File: config.mk
export PLATFORM = sky130hd
export DESIGN_NAME = png_stored_deflate_encoder
export DESIGN_NICKNAME = d
export VERILOG_FILES = /design/src/rtl/psde_pkg.sv /design/src/rtl/png_stored_deflate_encoder.sv /design/src/rtl/psde_front.sv /design/src/rtl/psde_geom.sv /design/src/rtl/psde_back.sv
export SDC_FILE = /design/constraint.sdc
export NUM_CORES = 2
export LEC_CHECK = 0
export CAP_MARGIN = 20
export CORE_ASPECT_RATIO = 0.5
export CORE_MARGIN = 8
export CORE_UTILIZATION = 35
export CTS_CLUSTER_DIAMETER = 80
export DETAILED_ROUTE_END_ITERATION = 6
export DONT_BUFFER_PORTS = 1
export HOLD_SLACK_MARGIN = 0.02
export PLACE_DENSITY = 0.52
export SYNTH_ARGS = -nofsm -noshare
export SYNTH_HDL_FRONTEND = slang
export SYNTH_HIERARCHICAL = 1
export SYNTH_SLANG_ARGS = --single-unit
export TNS_END_PERCENT = 10
File: constraint.sdc
create_clock -name clk -period 16 [get_ports clk]
set_input_delay 3.2 -clock clk [delete_from_list [all_inputs] [get_ports clk]]
set_output_delay 3.2 -clock clk [all_outputs]
set_load 0.02 [all_outputs]
File: src/rtl/psde_pkg.sv
// ----------------------------------------------------------------------------
// psde_pkg
// Shared types, constants and CRC helper for the stored-deflate PNG encoder.
// ----------------------------------------------------------------------------
package psde_pkg;

	localparam int unsigned MAX_DIMENSION    = 16384;
	localparam int unsigned STORED_BLOCK_MAX = 65535;
	localparam int unsigned ADLER_MOD        = 65521;
	localparam logic [31:0] CRC_POLY         = 32'hEDB88320;
	localparam logic [31:0] CRC_SEED         = 32'hFFFFFFFF;

	localparam logic [5:0] HDR_LAST = 6'd42;
	localparam logic [5:0] BLK_LAST = 6'd4;
	localparam logic [5:0] TRL_LAST = 6'd19;

	localparam logic CFG_WIDTH  = 1'b0;
	localparam logic CFG_HEIGHT = 1'b1;

	typedef enum logic [2:0] {
		ST_IDLE,
		ST_HDR,
		ST_BLK,
		ST_FILT,
		ST_PIX,
		ST_TRL
	} state_t;

	typedef enum logic [1:0] {
		CRC_HOLD,
		CRC_UPD,
		CRC_RST
	} crc_op_t;

	typedef struct packed {
		logic [14:0] width;
		logic [14:0] height;
		logic [30:0] raw;
		logic [14:0] blocks;
		logic [31:0] zlen;
	} geom_t;

	function automatic logic [31:0] crc32_byte(input logic [31:0] crc, input logic [7:0] b);
		logic [31:0] c;
		c = crc ^ {24'd0, b};
		for (int k = 0; k < 8; k++) begin
			c = c[0] ? ((c >> 1) ^ CRC_POLY) : (c >> 1);
		end
		return c;
	endfunction

endpackage

File: src/rtl/png_stored_deflate_encoder.sv
// ----------------------------------------------------------------------------
// png_stored_deflate_encoder
// RGBA8 pixel bytes in, PNG file bytes out, using stored deflate blocks.
// ----------------------------------------------------------------------------
// Input channel pixel_valid/pixel_stall/pixel_byte takes image bytes in row
// order into a four-entry queue; pixel_stall rises only when it is full.
// Output channel byte_valid/byte_stall carries out_byte, last and file_end
// from a single output register; a held byte stays until byte_stall drops.
// The first item of a file produces 43 header bytes (signature, IHDR, IDAT
// start, zlib header) before its data; a row start adds a filter byte and a
// block start adds 5 framing bytes; the image's final item adds 20 trailer
// bytes (Adler-32, IDAT CRC, IEND). One output byte leaves per cycle while
// byte_stall is low, so steady-state throughput is one item per cycle,
// bounded by the output sequencer emitting one byte per clock. Size
// registers are written on the cfg channel (always ready) and are ignored
// after a file's header is sent until the file ends; allow three cycles
// after a write before the next file starts. Reset returns both sizes to 1
// and the sequencer to the start of a file.
// ----------------------------------------------------------------------------
module png_stored_deflate_encoder (
	input  logic        clk,
	input  logic        arst_n,
	input  logic        pixel_valid,
	output logic        pixel_stall,
	input  logic [7:0]  pixel_byte,
	output logic        byte_valid,
	input  logic        byte_stall,
	output logic [7:0]  out_byte,
	output logic        last,
	output logic        file_end,
	input  logic        cfg_valid,
	output logic        cfg_ready,
	input  logic        cfg_index,
	input  logic [14:0] cfg_data
);
	import psde_pkg::*;

	geom_t      geom;
	logic       pop, avail, busy;
	logic [7:0] head;

	psde_front u_front (
		.clk, .arst_n, .pixel_valid, .pixel_stall, .pixel_byte,
		.pop, .avail, .head
	);

	psde_geom u_geom (
		.clk, .arst_n, .cfg_valid, .cfg_ready, .cfg_index, .cfg_data,
		.frame_busy(busy), .geom
	);

	psde_back u_back (
		.clk, .arst_n, .geom, .avail, .head, .pop, .frame_busy(busy),
		.byte_valid, .byte_stall, .out_byte, .last, .file_end
	);

endmodule

File: src/rtl/psde_front.sv
// ----------------------------------------------------------------------------
// psde_front
// Input side: accepts pixel bytes into a four-entry queue for the back end.
// ----------------------------------------------------------------------------
module psde_front (
	input  logic       clk,
	input  logic       arst_n,
	input  logic       pixel_valid,
	output logic       pixel_stall,
	input  logic [7:0] pixel_byte,
	input  logic       pop,
	output logic       avail,
	output logic [7:0] head
);
	import psde_pkg::*;

	logic [7:0] fifo_q [4];
	logic [1:0] wr_q, rd_q;
	logic [2:0] cnt_q;
	logic       push;

	assign pixel_stall = (cnt_q == 3'd4);
	assign push        = pixel_valid && !pixel_stall;
	assign avail       = (cnt_q != 3'd0);
	assign head        = fifo_q[rd_q];

	always_ff @(posedge clk) begin
		if (push) begin
			fifo_q[wr_q] <= pixel_byte;
		end
	end

	always_ff @(posedge clk or negedge arst_n) begin
		if (!arst_n) begin
			wr_q  <= 2'd0;
			rd_q  <= 2'd0;
			cnt_q <= 3'd0;
		end else begin
			if (push) wr_q <= wr_q + 2'd1;
			if (pop)  rd_q <= rd_q + 2'd1;
			cnt_q <= cnt_q + {2'd0, push} - {2'd0, pop};
		end
	end

endmodule

File: src/rtl/psde_geom.sv
// ----------------------------------------------------------------------------
// psde_geom
// Image size registers and the derived stream lengths.
// ----------------------------------------------------------------------------
module psde_geom (
	input  logic                 clk,
	input  logic                 arst_n,
	input  logic                 cfg_valid,
	output logic                 cfg_ready,
	input  logic                 cfg_index,
	input  logic [14:0]          cfg_data,
	input  logic                 frame_busy,
	output psde_pkg::geom_t      geom
);
	import psde_pkg::*;

	logic [14:0] width_q, height_q, clamped;
	logic [30:0] raw_q;
	logic [14:0] blocks_q;
	logic [31:0] zlen_q;
	logic [14:0] quo;
	logic [16:0] rem;
	logic [16:0] row_len;
	logic [31:0] prod;

	assign cfg_ready = 1'b1;

	always_comb begin
		if (cfg_data == 15'd0)
			clamped = 15'd1;
		else if (cfg_data > 15'(MAX_DIMENSION))
			clamped = 15'(MAX_DIMENSION);
		else
			clamped = cfg_data;
	end

	assign row_len = {width_q, 2'b00} + 17'd1;
	assign prod    = height_q * row_len;
	assign quo     = raw_q[30:16];
	assign rem     = {1'b0, raw_q[15:0]} + {2'b00, quo};

	always_ff @(posedge clk or negedge arst_n) begin
		if (!arst_n) begin
			width_q  <= 15'd1;
			height_q <= 15'd1;
		end else if (cfg_valid && cfg_ready && !frame_busy) begin
			case (cfg_index)
				CFG_WIDTH:  width_q  <= clamped;
				CFG_HEIGHT: height_q <= clamped;
				default:    ;
			endcase
		end
	end

	always_ff @(posedge clk) begin
		raw_q <= prod[30:0];
		if (rem == 17'd0)
			blocks_q <= quo;
		else if (rem > 17'(STORED_BLOCK_MAX))
			blocks_q <= quo + 15'd2;
		else
			blocks_q <= quo + 15'd1;
		zlen_q <= 32'd6 + ({17'd0, blocks_q} * 32'd5) + {1'b0, raw_q};
	end

	assign geom = '{width: width_q, height: height_q, raw: raw_q,
		blocks: blocks_q, zlen: zlen_q};

endmodule

File: src/rtl/psde_back.sv
// ----------------------------------------------------------------------------
// psde_back
// Byte sequencer: headers, block framing, checksums and the output register.
// ----------------------------------------------------------------------------
module psde_back (
	input  logic            clk,
	input  logic            arst_n,
	input  psde_pkg::geom_t geom,
	input  logic            avail,
	input  logic [7:0]      head,
	output logic            pop,
	output logic            frame_busy,
	output logic            byte_valid,
	input  logic            byte_stall,
	output logic [7:0]      out_byte,
	output logic            last,
	output logic            file_end
);
	import psde_pkg::*;

	state_t      st_q, st_eff, st_d;
	logic [5:0]  idx_q, idx_d;
	logic        started_q;
	logic [30:0] pos_q;
	logic [16:0] col_q;
	logic [15:0] blk_rem_q;
	logic [14:0] blocks_left_q;
	logic [15:0] adl_lo_q, adl_hi_q;
	logic [31:0] crc_q;
	logic        ov_q, last_q, fend_q;
	logic [7:0]  ob_q;

	logic        adv, pix_done, blk_end, trl_end;
	logic [7:0]  b;
	crc_op_t     cop;
	logic [31:0] crc_x, zl, w32, h32, adl32;
	logic [30:0] left;
	logic [15:0] blen, nlen;
	logic [16:0] row_len, lo_sum, hi_sum;
	logic [15:0] lo_n, hi_n;
	logic [7:0]  raw_b;

	assign row_len  = {geom.width, 2'b00} + 17'd1;
	assign left     = geom.raw - pos_q;
	assign blen     = (left < 31'(STORED_BLOCK_MAX)) ? left[15:0] : 16'hFFFF;
	assign nlen     = ~blen;
	assign crc_x    = crc_q ^ CRC_SEED;
	assign zl       = geom.zlen;
	assign w32      = {17'd0, geom.width};
	assign h32      = {17'd0, geom.height};
	assign adl32    = {adl_hi_q, adl_lo_q};
	assign pix_done = (pos_q + 31'd1 == geom.raw);

	// next state
	always_comb begin
		st_eff = st_q;
		if (st_q == ST_IDLE) begin
			if (!avail)
				st_eff = ST_IDLE;
			else if (!started_q)
				st_eff = ST_HDR;
			else if (blk_rem_q == 16'd0)
				st_eff = ST_BLK;
			else if (col_q == 17'd0)
				st_eff = ST_FILT;
			else
				st_eff = ST_PIX;
		end
		adv   = (st_eff != ST_IDLE) && (!ov_q || !byte_stall);
		st_d  = st_q;
		idx_d = idx_q;
		if (adv) begin
			idx_d = idx_q + 6'd1;
			st_d  = st_eff;
			case (st_eff)
				ST_HDR: if (idx_q == HDR_LAST) begin
					st_d  = ST_IDLE;
					idx_d = 6'd0;
				end
				ST_BLK: if (idx_q == BLK_LAST) begin
					st_d  = ST_IDLE;
					idx_d = 6'd0;
				end
				ST_FILT: begin
					st_d  = ST_IDLE;
					idx_d = 6'd0;
				end
				ST_PIX: begin
					st_d  = pix_done ? ST_TRL : ST_IDLE;
					idx_d = 6'd0;
				end
				ST_TRL: if (idx_q == TRL_LAST) begin
					st_d  = ST_IDLE;
					idx_d = 6'd0;
				end
				default: begin
					st_d  = ST_IDLE;
					idx_d = 6'd0;
				end
			endcase
		end
	end

	// outputs
	always_comb begin
		b   = 8'h00;
		cop = CRC_HOLD;
		case (st_eff)
			ST_HDR: begin
				case (idx_q)
					6'd0:  begin b = 8'd137; cop = CRC_RST; end
					6'd1:  b = 8'd80;
					6'd2:  b = 8'd78;
					6'd3:  b = 8'd71;
					6'd4:  b = 8'd13;
					6'd5:  b = 8'd10;
					6'd6:  b = 8'd26;
					6'd7:  b = 8'd10;
					6'd11: b = 8'd13;
					6'd12: b = 8'h49;
					6'd13: b = 8'h48;
					6'd14: b = 8'h44;
					6'd15: b = 8'h52;
					6'd16: b = w32[31:24];
					6'd17: b = w32[23:16];
					6'd18: b = w32[15:8];
					6'd19: b = w32[7:0];
					6'd20: b = h32[31:24];
					6'd21: b = h32[23:16];
					6'd22: b = h32[15:8];
					6'd23: b = h32[7:0];
					6'd24: b = 8'd8;
					6'd25: b = 8'd6;
					6'd29: b = crc_x[31:24];
					6'd30: b = crc_x[23:16];
					6'd31: b = crc_x[15:8];
					6'd32: b = crc_x[7:0];
					6'd33: b = zl[31:24];
					6'd34: b = zl[23:16];
					6'd35: b = zl[15:8];
					6'd36: b = zl[7:0];
					6'd37: b = 8'h49;
					6'd38: b = 8'h44;
					6'd39: b = 8'h41;
					6'd40: b = 8'h54;
					6'd41: b = 8'h78;
					6'd42: b = 8'h01;
					default: b = 8'h00;
				endcase
				if (idx_q inside {[6'd12:6'd28], [6'd37:6'd42]})
					cop = CRC_UPD;
				else if (idx_q == 6'd32)
					cop = CRC_RST;
			end
			ST_BLK: begin
				cop = CRC_UPD;
				case (idx_q)
					6'd0:    b = {7'd0, (blocks_left_q <= 15'd1)};
					6'd1:    b = blen[7:0];
					6'd2:    b = blen[15:8];
					6'd3:    b = nlen[7:0];
					default: b = nlen[15:8];
				endcase
			end
			ST_FILT: begin
				cop = CRC_UPD;
				b   = 8'h00;
			end
			ST_PIX: begin
				cop = CRC_UPD;
				b   = head;
			end
			ST_TRL: begin
				case (idx_q)
					6'd0:  b = adl32[31:24];
					6'd1:  b = adl32[23:16];
					6'd2:  b = adl32[15:8];
					6'd3:  b = adl32[7:0];
					6'd4:  b = crc_x[31:24];
					6'd5:  b = crc_x[23:16];
					6'd6:  b = crc_x[15:8];
					6'd7:  b = crc_x[7:0];
					6'd12: b = 8'h49;
					6'd13: b = 8'h45;
					6'd14: b = 8'h4E;
					6'd15: b = 8'h44;
					6'd16: b = crc_x[31:24];
					6'd17: b = crc_x[23:16];
					6'd18: b = crc_x[15:8];
					6'd19: b = crc_x[7:0];
					default: b = 8'h00;
				endcase
				if (idx_q inside {[6'd0:6'd3], [6'd12:6'd15]})
					cop = CRC_UPD;
				else if (idx_q == 6'd7)
					cop = CRC_RST;
			end
			default: ;
		endcase
	end

	assign blk_end = adv && (st_eff == ST_BLK) && (idx_q == BLK_LAST);
	assign trl_end = adv && (st_eff == ST_TRL) && (idx_q == TRL_LAST);
	assign pop     = adv && (st_eff == ST_PIX);
	assign raw_b   = (st_eff == ST_PIX) ? head : 8'h00;

	assign lo_sum = {1'b0, adl_lo_q} + {9'd0, raw_b};
	assign lo_n   = (lo_sum >= 17'(ADLER_MOD)) ? 16'(lo_sum - 17'(ADLER_MOD)) : lo_sum[15:0];
	assign hi_sum = {1'b0, adl_hi_q} + {1'b0, lo_n};
	assign hi_n   = (hi_sum >= 17'(ADLER_MOD)) ? 16'(hi_sum - 17'(ADLER_MOD)) : hi_sum[15:0];

	always_ff @(posedge clk or negedge arst_n) begin
		if (!arst_n) begin
			st_q          <= ST_IDLE;
			idx_q         <= 6'd0;
			started_q     <= 1'b0;
			pos_q         <= 31'd0;
			col_q         <= 17'd0;
			blk_rem_q     <= 16'd0;
			blocks_left_q <= 15'd0;
			adl_lo_q      <= 16'd1;
			adl_hi_q      <= 16'd0;
			crc_q         <= CRC_SEED;
			ov_q          <= 1'b0;
		end else begin
			st_q  <= st_d;
			idx_q <= idx_d;
			if (!ov_q || !byte_stall)
				ov_q <= adv;
			if (adv) begin
				case (cop)
					CRC_UPD: crc_q <= crc32_byte(crc_q, b);
					CRC_RST: crc_q <= CRC_SEED;
					default: ;
				endcase
			end
			if (adv && st_eff == ST_HDR && idx_q == HDR_LAST) begin
				started_q     <= 1'b1;
				pos_q         <= 31'd0;
				col_q         <= 17'd0;
				blk_rem_q     <= 16'd0;
				blocks_left_q <= geom.blocks;
				adl_lo_q      <= 16'd1;
				adl_hi_q      <= 16'd0;
			end
			if (blk_end) begin
				blk_rem_q <= blen;
				if (blocks_left_q != 15'd0)
					blocks_left_q <= blocks_left_q - 15'd1;
			end
			if (adv && (st_eff == ST_FILT || st_eff == ST_PIX)) begin
				pos_q     <= pos_q + 31'd1;
				blk_rem_q <= blk_rem_q - 16'd1;
				adl_lo_q  <= lo_n;
				adl_hi_q  <= hi_n;
				if (st_eff == ST_FILT)
					col_q <= 17'd1;
				else if (col_q + 17'd1 >= row_len)
					col_q <= 17'd0;
				else
					col_q <= col_q + 17'd1;
			end
			if (trl_end)
				started_q <= 1'b0;
		end
	end

	always_ff @(posedge clk) begin
		if (adv) begin
			ob_q   <= b;
			last_q <= (st_eff == ST_PIX && !pix_done) || (st_eff == ST_TRL && idx_q == TRL_LAST);
			fend_q <= (st_eff == ST_TRL && idx_q == TRL_LAST);
		end
	end

	assign frame_busy = started_q;
	assign byte_valid = ov_q;
	assign out_byte   = ob_q;
	assign last       = last_q;
	assign file_end   = fend_q;

	a_fend_last: assert property (@(posedge clk) disable iff (!arst_n)
		byte_valid && file_end |-> last)
		else $error("file_end without last");
	a_trl_clears: assert property (@(posedge clk) disable iff (!arst_n)
		trl_end |=> !started_q)
		else $error("frame still open after trailer");
	a_pix_in_block: assert property (@(posedge clk) disable iff (!arst_n)
		pop |-> (blk_rem_q != 16'd0) && started_q && (col_q != 17'd0))
		else $error("pixel emitted outside an open block or row");

endmodule

Word-level counts from Yosys, hierarchy flattened
Memories as Yosys holds them, arrays and structs flattened.
Cells that the tools add are included.
{"block": "op_classes", "n_addsub": 20, "mul": 2, "order_cmp": 14, "eq_ne": 43, "muxes": 60, "bitwise": 12, "n_reduce_logical": 52}
{"cell": "32-bit 2-to-1 mux", "count": 8}
{"cell": "8-bit one-hot mux with 29 select lines", "count": 1}
{"cell": "16-bit 2-to-1 mux", "count": 9}
{"cell": "13-bit inverter with 14-bit output", "count": 8}
{"cell": "15-bit 2-to-1 mux", "count": 7}
{"cell": "8-bit one-hot mux with 12 select lines", "count": 1}
{"cell": "17-bit 2-to-1 mux", "count": 4}
{"cell": "6-bit by 5-bit == test with 1-bit output, second input constant", "count": 11}
{"cell": "6-bit == test, second input constant", "count": 11}
{"cell": "32-bit one-hot mux with 2 select lines", "count": 1}
{"cell": "8-bit one-hot mux with 4 select lines", "count": 2}
{"cell": "31-bit 2-to-1 mux", "count": 2}
{"cell": "17-bit by 1-bit adder with 17-bit output, second input constant", "count": 2}
{"cell": "17-bit by 16-bit greater-or-equal comparator with 1-bit output, second input constant", "count": 2}
{"cell": "17-bit logical NOT", "count": 2}
{"cell": "32-bit by 31-bit adder with 32-bit output", "count": 1}
{"cell": "32-bit inverter", "count": 1}
{"cell": "16-bit subtractor, second input constant", "count": 2}
{"cell": "32-bit by 8-bit bitwise XOR with 32-bit output", "count": 1}
{"cell": "31-bit by 1-bit adder with 31-bit output, second input constant", "count": 1}
{"cell": "31-bit == test", "count": 1}
{"cell": "31-bit by 16-bit < comparator with 1-bit output, second input constant", "count": 1}
{"cell": "15-bit by 17-bit multiplier with 31-bit output", "count": 1}
{"cell": "31-bit subtractor", "count": 1}
{"cell": "56 further kinds", "count": 122}
{"block": "totals", "ff_bits": 279, "ramBits": 32, "mem_count": 1}
{"name": "u_front.fifo_q", "depth": 4, "width": 8, "rd": 1, "rd_ports_with_merged_regs": 0, "write_ports": 1, "line": "psde_front.sv:17", "rtl": "logic [7:0] fifo_q [4];"}

Logic depth before layout (Yosys ltp)
{"block": "logic_depth", "depth_word": 26, "mapped_depth": 44}

Cells and area by module
The synthesis kept the hierarchy.
{"module": "psde_back", "instances": 1, "cells_each": 1973, "area_per_inst_um2": 15451.1, "seq_area_each_um2": 4195.3}
{"module": "psde_geom", "instances": 1, "cells_each": 1461, "area_per_inst_um2": 13442.9, "seq_area_each_um2": 2314.7}
{"module": "psde_front", "instances": 1, "cells_each": 84, "area_per_inst_um2": 1607.8, "seq_area_each_um2": 1136.1}

Least setup slack after synthesis
No wires, ideal clock.
{"block": "synth_timing", "path_type": "register to register", "startpoint": "reg u_back.blk_rem_q[0]", "endpoint": "reg u_back.adl_hi_q[8]", "setup_ns": 0.083, "arrival_time_ns": 9.032, "t_required_ns": 15.917, "slack_ns": 6.885, "stages_incl_launch_ff": 41, "path_cell_list": "dfrtp_1 inv_1 ha_1 or3b_2 nor4bb_1 a21boi_0 a21oi_1 nor2_1 and3_1 ha_1 fa_1 a21o_1 a21oi_1 o21bai_1 a21oi_1 o21bai_1 a21oi_1 xnor2_1 [5 not listed] a21oi_1 inv_1 ha_1 a21o_1 a21oi_1 o211ai_1 a31oi_1 o21ai_0 xor2_1 o2111ai_1 nor4b_1 nand3_1 nor2b_1 a31oi_1 a31oi_1 nand3_1 xor2_1 o21ai_0"}
{"block": "synth_between", "elab_chain_cells": 14}
{"item": "from (decl)", "line": "psde_back.sv:26", "rtl": "logic [15:0] blk_rem_q;"}
{"item": "from (signal assigned)", "line": "psde_back.sv:247", "rtl": "blk_rem_q <= blen;"}
{"item": "from (signal assigned)", "line": "psde_back.sv:253", "rtl": "blk_rem_q <= blk_rem_q - 16'd1;"}
{"item": "16-bit logical NOT (*)", "line": "psde_back.sv:62", "rtl": "else if (blk_rem_q == 16'd0)"}
{"item": "3-bit 2-to-1 mux (*)", "line": "psde_back.sv:62"}
{"item": "3-bit 2-to-1 mux (*)", "line": "psde_back.sv:60", "rtl": "else if (!started_q)"}
{"item": "3-bit 2-to-1 mux (*)", "line": "psde_back.sv:58", "rtl": "if (!avail)"}
{"item": "3-bit 2-to-1 mux (*)", "line": "psde_back.sv:57", "rtl": "if (st_q == ST_IDLE) begin"}
{"item": "3-bit == test", "line": "psde_back.sv:205, psde_back.sv:251"}
{"item": "8-bit 2-to-1 mux", "line": "psde_back.sv:205", "rtl": "assign raw_b = (st_eff == ST_PIX) ? head : 8'h00;"}
{"item": "16-bit by 8-bit adder with 17-bit output", "line": "psde_back.sv:207", "rtl": "assign lo_sum = {1'b0, adl_lo_q} + {9'd0, raw_b};"}
{"item": "16-bit subtractor / 17-bit by 16-bit greater-or-equal comparator with 1-bit output (equally long branches)", "line": "psde_back.sv:208", "rtl": "assign lo_n = (lo_sum >= 17'(ADLER_MOD)) ? 16'(lo_sum - 17'(ADLER_MOD)) : lo_sum[15:0];"}
{"item": "16-bit 2-to-1 mux", "line": "psde_back.sv:208"}
{"item": "16-bit by 16-bit adder with 17-bit output", "line": "psde_back.sv:209", "rtl": "assign hi_sum = {1'b0, adl_hi_q} + {1'b0, lo_n};"}
{"item": "16-bit subtractor / 17-bit by 16-bit greater-or-equal comparator with 1-bit output (equally long branches)", "line": "psde_back.sv:210", "rtl": "assign hi_n = (hi_sum >= 17'(ADLER_MOD)) ? 16'(hi_sum - 17'(ADLER_MOD)) : hi_sum[15:0];"}
{"item": "16-bit 2-to-1 mux", "line": "psde_back.sv:210"}
{"item": "16-bit 2-to-1 mux", "line": "psde_back.sv:251", "rtl": "if (adv && (st_eff == ST_FILT || st_eff == ST_PIX)) begin"}
{"item": "to (signal assigned)", "line": "psde_back.sv:255", "rtl": "adl_hi_q <= hi_n;"}
{"item": "to (decl)", "line": "psde_back.sv:28", "rtl": "logic [15:0] adl_lo_q, adl_hi_q;"}
Every way passes the cells marked *; elsewhere a longest branch is shown, timed or not.
A chain may end at the register's enable or synchronous reset.

Worst setup path in the final report
Ends and elaborated chain as after synthesis.

==> results.yml <==
flow_run:
  drv_cap: 0
route:
  drt-initial-drc-count: 2263
  routed-via-count: 25600
  first_pass_iters: 7
  post_drt_via_cell_ratio: 5.48
  wl_per_cell_um: 20.7
  postRouteAntennaNets: 0
  drc: 1
  routed_wl_um: 96400
setup_path:
  cp.required_ps: 16390
  crit_slowest_cell: "a21oi_1"
  crit_fanout: 10
  crit_arrival_ps: 12100
  rrSetupSlack_ps: 4280
  r2r-end: "u_back/adl_hi_q[8]"
  cp-end-kind: "flip-flop"
  reg2reg_from: "u_back/blk_rem_q[0]"
  startpoint: "u_back/blk_rem_q[0]"
  cp-start-kind: "flip-flop"
  max_stage_delay_ps: 730
  path_class: "reg -> reg"
  r2r_cells: 40
  crit_top_cell: "a21oi_1"
finish:
  nets: 3946
  instances_no_fill: 4661
  drive_gt1_share_pct: 6.10
  area_growth_pct: 8.09
  num_antenna_cells: 0
  final_util_pct: 38.3
  layout_common_cells: "384 x inv_1, 361 x nand2_1, 253 x ha_1"
  final_common_cell: "inv_1"
timing:
  rsz0062_at_grt: "false"
  period_share_pct: 73.2
  fin_setup_tns_ps: 0
  fin_skew_ps: 23.6
  setup_viol: 0
  drv_slew: 0
  final.min_clock_period_ps: 11720
  slew_headroom_pct: 28.6
  fin_hold_ws_ps: 508
  fmax_ghz: 0.0854
  finalHoldViolCount: 0
  tightest_slew_ps: 1060
global_routing:
  grt_pass1_wl_um: 150000
  grt_start_max_net_pins: 192
  grt_pass1_vias: 25300
  track_usage_pct: 19.3
  gr-total-overflow: 0
  antenna_found_initial: 4
synthesis:
  synth-compound-area-share_pct: 16.2
  synth_warnings: 6
  synth_seq_area_share_pct: 25.1
  ys.flop_type: "dfrtp_1"
  syn_nets: 3999
  yosysUniqueCellTypes: 112
  synth_xor_area_share_pct: 8.75
  synth_top_family_by_area: "adder cells"
  synth-edff-count: 42
  synth_area_mm2: 0.0305
  avgSynthCellArea_um2: 8.67
  ys_seq_elements: 311
  synthMuxAreaShare_pct: 1.10
  postSynth.asyncResetShare_pct: 61.4
  synthAdderAreaFrac_pct: 23.4
  syn-instance-count: 3518
  synth-simple-area-share_pct: 18.9
floorplanning:
  ioPinCount: 42
  rows: 76
  die_w_um: 433
  coreArea_mm2: 0.0862
  initial_utilization_pct: 35.4
  die_h_um: 225
  die_area_mm2: 0.0974
pwr:
  pwr-share-seq_pct: 22.1
  p_sw_w: 0.00272
  power_frac_clock_pct: 14.6
  comb_power_share_pct: 63.3
  p_leak_nw: 14.7
  ir_drop_mv: 0.280
  power_density_mw_per_mm2: 173
  switching_share_pct: 47.6
  internal_power_w: 0.00299
run_status:
  violations: "DRC"
  outcome: "complete, but fails checks"
placed_design:
  place_inst: 4596
  port_buffers: 0
  dpl.hpwl_um: 72300
  gp_congestion: 0.926
clock_tree:
  clkTransAtPathRegs_ps: 60
  cts_buffers: 36
  postCtsSetupBuffers: 0
  htreeDepth: 2
  clock_sinks: 311
  cts_root_buf: "clkbuf_16"
  cts_max_path_buffers: 3
  insertion_delay_ps: 550
  cts_tree: "built"
  holdBufCountCts: 0
  ctsResizeCount: 0
min_path:
  hold_start: "u_back/pos_q[18]"
  min_path_cells: 2
  min_to: "u_back/pos_q[18]"
  hold_path.class: "reg -> reg"
[registers in the layout, indices dropped and copies added (netlist names), 2 cells and up]
name,count
u_back/adl_hi_q,16
u_back/adl_lo_q,16
u_back/blk_rem_q,16
u_back/blocks_left_q,15
u_back/col_q,17
u_back/crc_q,32
u_back/idx_q,6
u_back/out_byte,8
u_back/pos_q,31
u_back/st_q,3
u_front/cnt_q,3
u_front/fifo_q,32
u_front/rd_q,2
u_front/wr_q,2
u_geom/blocks_q,15
u_geom/height_q,15
u_geom/raw_q,31
u_geom/width_q,15
u_geom/zlen_q,32
[kinds of logic (layout without fill, tap and decap cells)]
family | after synthesis | in the layout
compound gates | 755 | 755
xor+xnor | 287 | 287
fa+ha+maj | 452 | 452
buf+inv | 524 | 497
flops | 311 | 311
mux | 23 | 23
other cells | 1 | 1
simple gates | 1165 | 1165
[power groups by stage]
stage | Sequential, W | Combinational, W | Clock [W]
after detailed placement | 0.00127 | 0.00357 | 0
after CTS | 0.00126 | 0.00359 | 0.000862
final | 0.00126 | 0.00362 | 0.000835
after global placement | 0.00127 | 0.00353 | 0
after floorplan | 0.00117 | 0.00277 | 0
after global routing | 0.00128 | 0.00394 | 0.000895
[stage by stage]
| step | total power (W) | setup WS [ps] | cell area (µm²) |
|---|---|---|---|
| after floorplan | 0.00393 | 6890 | 30500 |
| after detailed placement | 0.00484 | 4540 | 31800 |
| after global placement | 0.00480 | 4850 | 31800 |
| after CTS | 0.00571 | 4500 | 33000 |
| final | 0.00571 | 4280 | 33000 |
| after global routing | 0.00612 | 3220 | 33000 |
[cell type report]
class	count	area [µm²]
Fill cell	8836	53200
Multi-Input combinational cell	2683	20900
Sequential cell	311	7650
Tap cell	1170	1460
Inverter	388	1460
Clock buffer	48	1010
Timing Repair Buffer	45	334
Clock inverter	16	154
[synth_stat cells (all sizes together), types with 7 or more instances]
cell / n / share of area [%]
nor2: 209 / 2.6
or3: 32 / 0.66
o21a: 26 / 0.64
o211ai: 23 / 0.58
a22oi: 21 / 0.52
nor4: 28 / 0.57
mux4: 8 / 0.59
ha: 253 / 10
nor2b: 23 / 0.47
xnor2: 201 / 6.1
a22o: 14 / 0.40
nand2: 361 / 4.4
fa: 199 / 13
nand3b: 8 / 0.20
buf: 15 / 0.29
or2: 10 / 0.21
nand2b: 51 / 1.0
a211o: 7 / 0.21
o31ai: 22 / 0.54
nand3: 119 / 2.0
o21ai: 226 / 3.7
nand4: 36 / 0.79
dfstp: 35 / 3.0
mux2i: 10 / 0.33
o21bai: 11 / 0.27
dfxtp: 78 / 5.1
and2: 126 / 2.6
edfxtp: 42 / 4.1
a31oi: 19 / 0.49
and3: 48 / 0.99
inv: 386 / 4.8
or4: 8 / 0.21
a21o: 49 / 1.2
nor4b: 7 / 0.20
a221oi: 16 / 0.46
a2111oi: 14 / 0.53
xor2: 83 / 2.4
nor3: 75 / 1.3
o22ai: 30 / 0.62
dfrtp: 156 / 13
clkbuf: 121 / 1.5
a21oi: 173 / 2.9
a211oi: 16 / 0.39
[worst max-delay path: cells and delay by family, from the launching register on]
kind / cells / cell delay [ps]
AO/OA/AOI/OAI: 20 / 5800
AND/OR/NAND/NOR: 11 / 3480
adder cells (fa/ha/maj): 4 / 1050
XOR/XNOR: 3 / 650
flip-flops: 1 / 400
buffers and inverters: 2 / 150
[metal layers]
metal / track usage [%] / vias to the layer above / share of wire [%]
met5: 0 / - / 0.013
met4: 3.36 / 2 / 1.6
met3: 2.58 / 110 / 5.8
met2: 30.6 / 720 / 44
met1: 28.4 / 12700 / 49
li1: - / 12000 / -
[worst max path at each step]
stage	endpoint	slack (ps)	depth (start not counted)
5_1_grt	u_back/adl_hi_q[5]	3220	41
6_report	u_back/adl_hi_q[8]	4280	40
3_3_place_gp	u_back/adl_hi_q[8]	4850	40
4_1_cts	u_back/adl_hi_q[8]	4500	40
3_5_place_dp	u_back/adl_hi_q[8]	4540	40
2_1_floorplan	u_back/adl_hi_q[8]	6890	40
No activity file was read; power rests on OpenSTA's default activity.
